`src/sv/swm_pkg.sv`:
```
// Shared types and constants for the sliding window median filter.
// No dependencies.
package swm_pkg;

   localparam int DATA_W             = 32;
   localparam int CFG_W              = 7;
   localparam int CFG_RESET          = 3;
   localparam int DEFAULT_MAX_WINDOW = 64;

   // Status a cell shows its neighbors: holds a value above the new sample,
   // and sits at or after the slot being retired.
   typedef struct packed {
      logic gt;
      logic shift;
   } swm_link_type;

endpackage

```
`src/sv/swm_history.sv`:
```
// Arrival-order ring of samples with a registered, write-through read that
// prefetches the sample to retire next. Depends on swm_pkg.
module swm_history
   import swm_pkg::*;
#(
   parameter int DEPTH  = 64,
   parameter int ADDR_W = 6
) (
   input  logic                     clock,
   input  logic                     wr_en,
   input  logic [ADDR_W-1:0]        wr_addr,
   input  logic signed [DATA_W-1:0] wr_data,
   input  logic [ADDR_W-1:0]        rd_addr,
   output logic signed [DATA_W-1:0] rd_data
);

   logic signed [DATA_W-1:0] mem [DEPTH];
   logic signed [DATA_W-1:0] rd_data_ff;

   always_ff @(posedge clock) begin
      if (wr_en) begin
         mem[wr_addr] <= wr_data;
      end
      if (wr_en && (wr_addr == rd_addr)) begin
         rd_data_ff <= wr_data;
      end else begin
         rd_data_ff <= mem[rd_addr];
      end
   end

   assign rd_data = rd_data_ff;

endmodule

```
`config.mk`:
```
export PLATFORM = sky130hd
export DESIGN_NAME = swm_history
export DESIGN_NICKNAME = d
export VERILOG_FILES = /design/src/sv/swm_pkg.sv /design/src/sv/swm_history.sv
export SDC_FILE = /design/constraint.sdc
export NUM_CORES = 2
export LEC_CHECK = 0
export ABC_AREA = 0
export BUFFER_PORTS_ARGS = -buffer_cell sky130_fd_sc_hd__buf_2
export CAP_MARGIN = 20
export CORE_AREA = 2 2 445 447
export CTS_BUF_LIST = sky130_fd_sc_hd__clkbuf_16
export DETAILED_ROUTE_END_ITERATION = 6
export DIE_AREA = 0 0 447 449
export SETUP_SLACK_MARGIN = 0.02
export SLEW_MARGIN = 15
export SYNTH_ARGS = -nofsm -noshare
export SYNTH_HDL_FRONTEND = slang
export SYNTH_SLANG_ARGS = --single-unit
export TNS_END_PERCENT = 100
```
`constraint.sdc`:
```
create_clock -name clock -period 10.17 [get_ports clock]
set_input_delay 2.034 -clock clock [delete_from_list [all_inputs] [get_ports clock]]
set_output_delay 2.034 -clock clock [all_outputs]
set_load 0.01 [all_outputs]
```
==> summary.md <==
| Metric | Value |
|---|---|
| Asr flop ratio synth | 0 |
| Final wirelength | 201 mm |
| Mapped Cells | 3298 |
| Initial Util | 0.398 |
| Setup bufs post-CTS | 0 |
| CTS tree | built |
| GP Congestion | 0.767 |
| Drt drc | 0 |
| Pre-CTS setup slack | 4.21 ns |
| Fin. max-slew vios | 0 |
| Synth Area in XOR/XNOR | 0 |
| Post-route setup slack | 3.39 ns |
| Post-synth EDFFs | 2048 |
| Hold Crit Class | primary input to flip-flop |
| Routed WL per cell | 31.8 µm |
| Worst-path fanout max | 39 |
| Slew Limit Headroom | 0.254 |
| Detailed router's first-iteration violation count | 4391 |
| Hold buffer count at cts | 0 |
| DP Wirelength | 107 mm |
| Io pins | 78 |
| Sw frac | 0.216 |
| Synth top area share | 0.789 |
| Clock-pin transition on the worst setup and hold timing paths | 0.06 ns |
| WS Path Type | flip-flop to output pin |
| Synth area leaders | edfxtp_1 (79%), mux4_2 (16%), mux2i_1 (1.2%), o22ai_1 (0.67%), nor2_1 (0.66%) |
| Die area | 201000 µm² |
| Mapped Area | 78000 µm² |
| Die Span Y | 449 µm |
| Antenna Violating Nets Remaining | 0 |
| Std cell rows | 163 |
| Post-synthesis compound-gate area fraction | 0.0168 |
| Post-Route Utilization | 0.454 |
| Biggest register | mem |
| Peak VDD IR | 174 µV |
| Placed Instances | 5940 |
| Adder-Cell Fraction of Synth Area | 0 |
| Layout cells sized above 1 | 0.301 |
| Clock share of power | 0.417 |
| CTS Buffer Depth | 3 |
| Critical path arrival | 4.75 ns |
| Nets | 3565 |
| # setup viols final | 0 |
| Leading area contributor after synthesis | edfxtp_1 |
| Mux cell area share after synthesis | 0.169 |
| Status | finished clean |
| Worst Setup EP | rd_data[30] |
| Setup crit end kind | output pin |
| Synth Flop Type | edfxtp_1 |
| First-pass GRT wire length | 283 mm |
| Combinational Power Share | 0.048 |
| Grt ovf | 0 |
| Worst-Margin Slew | 1.12 ns |
| Largest register FFs | 2048 |
| Avg Inst Size Synth | 23.6 µm² |
| Core ar. | 196000 µm² |
| Final min period | 6.78 ns |
| Synth-to-Final Area Change | 14.2% |
| Vias | 36.5k |
| Leak | 27.5 nW |
| I/O Buffers | 77 |
| Worst Hold Depth | 1 |
| DR vias/cell | 5.77 |
| PostCTS Resize Cnt | 0 |
| Number of synthesized register bits | 2054 |
| Syn_nets | 3344 |
| Vias in the first global route | 36.9k |
| Cell internal pwr | 13.8 mW |
| Total power per unit cell area | 197 nW/µm² |
| Fmax | 0.147 GHz |
| Critical Path RT | 8.14 ns |
| Count of cell types in the netlist | 34 |
| Reg power frac | 0.535 |
| CTS Buf Count | 201 |
| Sequential element share of the synthesized area | 0.790 |
| Antenna violations before repair | 11 |
| GRT Total Usage | 0.200 |
| Largest net degree at the start of global routing | 98 |
| Synth Area in Simple Gates | 0.0127 |
| Hold Vio Cnt, Final | 0 |
| TritonCTS Sinks | 2054 |
| Combinational family with the most area after synthesis | multiplexers |
| Pre-antenna DRT Iters | 5 |
| Synth Warn # | 0 |
| Filler cell count | 16.3k |
| Die W | 447 µm |
| Unrepaired setup endpoints after global routing | false |
| Clock root cell | clkbuf_16 |
| Final non-filler cell total | 6331 |
| H-tree levels | 4 |
| Setup_tns | 0 ns |
| Net Switching | 3.79 mW |
| Final critical-path share of the clock period | 0.667 |
| Largest registers | mem (2048) |
| Startpoint Class | flip-flop |
| Max_cap viols | 0 |
[worst min path at each step]
stage                    start        end  slack [ns]
finish              rd_addr[5]  flip-flop        1.28
global route        rd_addr[5]  flip-flop        1.24
CTS                 rd_addr[5]  flip-flop        1.22
detailed placement  rd_addr[4]  flip-flop        2.14
global placement    rd_addr[4]  flip-flop        2.14
floorplan           rd_addr[0]  flip-flop        2.06
[per-stage QoR]
stage	instance area [µm²]	total power, mW	hold slack (ns)
finish	89100	17.6	1.28
global route	89100	18.1	1.24
detailed placement	82200	10.4	2.14
global placement	82200	10.4	2.14
floorplan	78000	10.0	2.06
CTS	88800	17.7	1.22
[cell type report]
type,count,area [µm²],area share
Sequential cell,2054,61600,0.692
Antenna cell,3,7.51,0.0000843
Multi-Input combinational cell,1062,16000,0.179
Clock inverter,171,1510,0.0170
Clock buffer,201,5030,0.0565
Timing Repair Buffer,200,1630,0.0183
Tap cell,2640,3300,0.0371
[critical path, cell delays in order, from the launching register on]
cell and delay [ns]:
dfxtp_4 0.64, buf_4 0.66, buf_4 0.53, mux4_2 0.38
mux4_2 0.53, o22ai_1 0.56, nor2_1 0.27, buf_2 0.21
[power by group through the flow]
stage               combinational [mW]  clock (mW)  sequential (mW)
floorplan                        0.474           0             9.56
global placement                 0.834           0             9.58
detailed placement               0.843           0             9.58
CTS                              0.844        7.45             9.40
global route                     0.897        7.78             9.40
finish                           0.844        7.32             9.40
[placed cells by master, fill, tap and decap left out, drive strengths merged, types with 4 or more instances in the layout]
cell type,netlist,layout
nor3,7,7
nor2b,15,15
inv,0,43
bufinv,0,18
nor2,137,137
clkbuf,74,201
and3,4,4
clkinvlp,0,6
nand2,26,26
nand3b,5,5
buf,108,200
clkinv,0,104
or3b,5,5
mux4,544,544
edfxtp,2048,2048
a22oi,12,12
o221ai,27,27
a311oi,8,8
nand3,5,5
o32ai,4,4
a21oi,62,62
dfxtp,6,6
nand2b,8,8
mux2i,93,93
o22ai,84,84
a41o,4,4
[per-layer routing]
| layer | vias up | track usage | wire length [µm] |
|---|---|---|---|
| met5 | - | 0 | 49 |
| met4 | 8 | 0.0645 | 6090 |
| met3 | 297 | 0.0399 | 16200 |
| met2 | 1482 | 0.316 | 97000 |
| met1 | 20100 | 0.280 | 81800 |
| li1 | 14700 | - | - |
[cells in the mapped netlist (all sizes together), types with 2 or more instances]
master,count
a41o,4
clkbuf,74
nand4,2
a311oi,8
nor3,7
edfxtp,2048
a22oi,12
nand3,5
o221ai,27
a21oi,62
or2,3
or3,3
nand2b,8
and3,4
o32ai,4
buf,108
nor2b,15
dfxtp,6
nand3b,5
o22ai,84
nand2,26
and2,2
mux2i,93
mux4,544
nor2,137
or3b,5
[cells by family (layout without fill, tap and decap cells)]
kind of cell | count (synthesis) | after routing
AOI/OAI and AO/OA | 202 | 202
buffers and inverters | 182 | 572
DFF | 2054 | 2054
muxes | 637 | 637
other | 0 | 3
and+or+nand+nor | 223 | 223
Power figures use the tool's default switching activity.
