### config.mk
export PLATFORM = sky130hd
export DESIGN_NAME = swm_cell
export DESIGN_NICKNAME = d
export VERILOG_FILES = /design/src/sv/swm_pkg.sv /design/src/sv/swm_cell.sv
export SDC_FILE = /design/constraint.sdc
export NUM_CORES = 1
export LEC_CHECK = 0
export BUFFER_PORTS_ARGS = -buffer_cell sky130_fd_sc_hd__buf_2
export CAP_MARGIN = 10
export CORE_ASPECT_RATIO = 0.75
export CORE_MARGIN = 10
export CORE_UTILIZATION = 47
export CTS_CLUSTER_DIAMETER = 40
export DETAILED_ROUTE_END_ITERATION = 10
export PLACE_DENSITY_LB_ADDON = 0.1
export SETUP_SLACK_MARGIN = 0.02
export SLEW_MARGIN = 0
export SYNTH_ARGS = -nofsm -noshare
export SYNTH_HDL_FRONTEND = slang
export SYNTH_SLANG_ARGS = --single-unit
### constraint.sdc
create_clock -name clock -period 3.8 [get_ports clock]
set_input_delay 0.76 -clock clock [delete_from_list [all_inputs] [get_ports clock]]
set_output_delay 0.76 -clock clock [all_outputs]
set_load 0.02 [all_outputs]
### src/sv/swm_pkg.sv
// Shared types and constants for the sliding window median filter.
// No dependencies.
package swm_pkg;

   localparam int DATA_W             = 32;
   localparam int CFG_W              = 7;
   localparam int CFG_RESET          = 3;
   localparam int DEFAULT_MAX_WINDOW = 64;

   // Status a cell shows its neighbors: holds a value above the new sample,
   // and sits at or after the slot being retired.
   typedef struct packed {
      logic gt;
      logic shift;
   } swm_link_type;

endpackage

### src/sv/swm_cell.sv
// One slot of the sorted window: value and age, updated from its own and its
// neighbors' contents on each request. Depends on swm_pkg.
module swm_cell
   import swm_pkg::*;
#(
   parameter int AGE_W = 6
) (
   input  logic                     clock,
   input  logic                     step,
   input  logic                     valid,
   input  logic                     full,
   input  logic [AGE_W-1:0]         last_age,
   input  logic signed [DATA_W-1:0] new_value,
   input  logic signed [DATA_W-1:0] old_value,
   input  logic signed [DATA_W-1:0] left_value,
   input  logic [AGE_W-1:0]         left_age,
   input  swm_link_type             left_link,
   input  logic signed [DATA_W-1:0] right_value,
   input  logic [AGE_W-1:0]         right_age,
   input  swm_link_type             right_link,
   output logic signed [DATA_W-1:0] value,
   output logic [AGE_W-1:0]         age,
   output swm_link_type             link
);

   logic signed [DATA_W-1:0] value_ff, value_in;
   logic [AGE_W-1:0]         age_ff, age_in;
   logic                     retire, after;
   logic                     here_gt, prev_gt;
   logic signed [DATA_W-1:0] here_value, prev_value;
   logic [AGE_W-1:0]         here_age, prev_age;

   always_comb begin
      retire = full && valid && (age_ff == last_age);
      after  = full && (!valid || (value_ff > old_value)
                        || ((value_ff == old_value) && (age_ff != last_age)));
      link.gt    = !valid || (value_ff > new_value);
      link.shift = retire || after;

      // contents of this slot and the previous one once the retired entry is gone
      here_gt    = link.shift ? right_link.gt : link.gt;
      here_value = link.shift ? right_value : value_ff;
      here_age   = link.shift ? right_age : age_ff;
      prev_gt    = left_link.shift ? link.gt : left_link.gt;
      prev_value = left_link.shift ? value_ff : left_value;
      prev_age   = left_link.shift ? age_ff : left_age;

      if (prev_gt) begin
         value_in = prev_value;
         age_in   = prev_age + AGE_W'(1);
      end else if (here_gt) begin
         value_in = new_value;
         age_in   = '0;
      end else begin
         value_in = here_value;
         age_in   = here_age + AGE_W'(1);
      end
   end

   always_ff @(posedge clock) begin
      if (step) begin
         value_ff <= value_in;
         age_ff   <= age_in;
      end
   end

   assign value = value_ff;
   assign age   = age_ff;

endmodule

==> out/metrics.yaml <==
dpl.cell_count: 967
slew_headroom_pct: 26.3
yosysUniqueCellTypes: 57
avgSynthCellArea_um2: 8.12
syn_to_final_growth_pct: 24.5
drt-initial-drc-count: 427
vias_per_cell: 5.89
grt-ovfl-total: 0
wl_per_cell_um: 18.9
use_met2_pct: 34.9
status: "finished clean"
slew_violations: 0
cp_common_cell: "buf_2"
syn-cell-area_um2: 5350
htree_levels: 2
power.density_nw_per_um2: 278
critPathTopFamily: "simple AND/OR/NAND/NOR gates"
hold_class: "in -> reg"
rsz0062_at_grt: "no"
grtUsageMet3_pct: 5.94
path_max_fanout: 3
gp_congestion: 0.883
synth_nets: 879
io_pins: 194
nFillCells: 1005
power_mw: 1.85
yosys_warnings: 0
numCtsBuffers: 5
cts_num_sinks: 38
dp_hpwl_um: 14200
clockBufferDepth: 2
max-cap-violations: 0
seq_area_frac_synth_pct: 21.3
layout.cells.non_filler: 975
grt_start_max_net_pins: 66
fin_skew_ns: 0.00500
finalCritPeriodShare_pct: 93.8
worstSkewPairLatency_ns: 0.29
routed_wl_um: 18400
drive_gt1_share_pct: 33.7
hold_viol: 0
end_kind: "output port"
antenna_left: 0
path_clk_slew_ns: 0.06
drc: 0
drt-pass1-iter-count: 5
root_buffer: "clkbuf_16"
crit_slowest_cell: "or3_1"
whs_ns: 0.782
die_h_um: 112
period_needed_ns: 3.56
cp_slowest_stage_delay_ns: 0.47
setup_viol: 0
synth_edf_count: 38
vdd.ir_drop.worst_mv: 0.167
grt_use_met1_pct: 29.0
p_leak_nw: 3.22
io_buffers: 192
path_buf_inv: 3
fmax_mhz: 281
totalNegativeSetupSlack_ns: 0
nNetsFinal: 1054
core-area_um2: 11000
cts_tree: "built"
grt_pass1_wl_um: 29600
num_rows: 33
vias: 5739
crit_chain: "buf_2 > inv_1 > ha_1 > and3_1 > nand4_1 > or3_1 > a41oi_2 > nor4_4 > nor2_2 > buf_2"
dieArea_um2: 16100
initial_core_util_pct: 48.6
gr-max-usage-layer: "met2"
crit_required_ns: 3.04
tightestPinTransition_ns: 1.11
grt_pass1_vias: 6020
crit_arrival_ns: 2.80
ys.flop_type: "edfxtp_1"
track_usage_pct: 22.1
cp-start-kind: "input pin"
ys_async_sr_fraction_pct: 0
synth-seq-cells: 38
die_x_um: 143
antenna_found_initial: 0
syn_inst: 659
worstSetupPathType: "in -> out"
[report_power, final]
part | total (mW) | internal [mW] | switching (mW)
registers | 0.566 | 0.522 | 0.0442
clock network | 0.420 | 0.241 | 0.179
logic | 0.865 | 0.372 | 0.493
[routing by layer]
layer	share of wire (%)	up-vias
li1	-	2790
met1	45	2695
met2	45	230
met3	8.6	24
met4	1.5	0
met5	0	-
[sequential cells by signal (all words and copies together), names as in the netlist]
name / count
value: 32
age: 6
[cell type report]
| type | count | area, µm² | area share [%] |
|---|---|---|---|
| multi-input combinational | 505 | 3720 | 55.8 |
| timing repair buffer | 215 | 1230 | 18.5 |
| sequential | 38 | 1140 | 17.1 |
| inverter | 69 | 259 | 3.89 |
| tap | 140 | 175 | 2.63 |
| clock buffer | 7 | 133 | 1.99 |
| antenna | 1 | 2.50 | 0.0375 |
[cells in the mapped netlist, types with 4 or more instances]
cell,count,area (µm²)
nand3_1,13,65.1
a211oi_2,6,75.1
a21o_1,8,60.1
a21oi_2,6,52.6
buf_6,10,113
mux2_2,4,45.0
o21ai_0,10,50.1
clkbuf_1,19,71.3
a211oi_1,58,435
and3_1,4,25.0
edfxtp_1,38,1140
xor2_1,8,70.1
nor2_1,45,169
a41o_1,5,50.1
nand4_1,14,87.6
o221a_2,31,349
a21oi_1,48,240
xnor2_1,8,70.1
nand2b_1,35,219
ha_1,66,826
nand2_1,63,236
buf_2,14,70.1
inv_1,69,259
nor3_1,32,160
[cell usage in the layout (no fill, tap or decap), drive strengths merged, types with 13 or more instances in the layout]
master,n
buf,215
nand2,63
nand3,13
nand4,14
inv,69
nor2,46
nor3,32
a21oi,54
edfxtp,38
nand2b,35
ha,66
a211oi,64
o221a,31
[path summary, 6_finish.rpt]
kind / start / endpoint / slack [ns] / depth (start not counted)
max: new_value[30] / link[1] / 0.24 / 10
min: left_value[21] / value[21]$_DFFE_PP_ / 0.78 / 3
max reg2reg: value[27]$_DFFE_PP_ / age[4]$_DFFE_PP_ / 0.42 / 15
min reg2reg: age[5]$_DFFE_PP_ / age[5]$_DFFE_PP_ / 0.84 / 3
[tightest hold or removal path, cell delays in order]
cell and delay, ns:
buf_2 0.07, nor2_1 0.04, a21oi_2 0.09
[what timing repair did]
action                                 in CTS  in global routing
endpoints found under the hold margin       0                  0
resized for setup                           0                  2
buffers inserted                            0                  0
setup endpoints to repair                   0                  1
hold buffers                                0                  0
[through the flow]
step / utilization [%] / instance area, µm² / setup WS [ns]
floorplan: - / 5350 / 0.148
global placement: 59.1 / 6520 / 0.0698
detailed placement: 59.1 / 6520 / -0.0126
CTS: 60.3 / 6650 / 0.0734
global route: 60.4 / 6660 / 0.0875
finish: 60.5 / 6670 / 0.237
[kinds of logic after synthesis]
family | after synthesis | synth area share [%]
buf+inv | 116 | 10.0
fa+ha+maj | 66 | 15.4
compound gates | 195 | 28.6
flops | 38 | 21.3
simple gates | 220 | 20.2
xor+xnor | 16 | 2.62
mux | 8 | 1.82
Note: power is estimated with default switching activity, not from simulation.
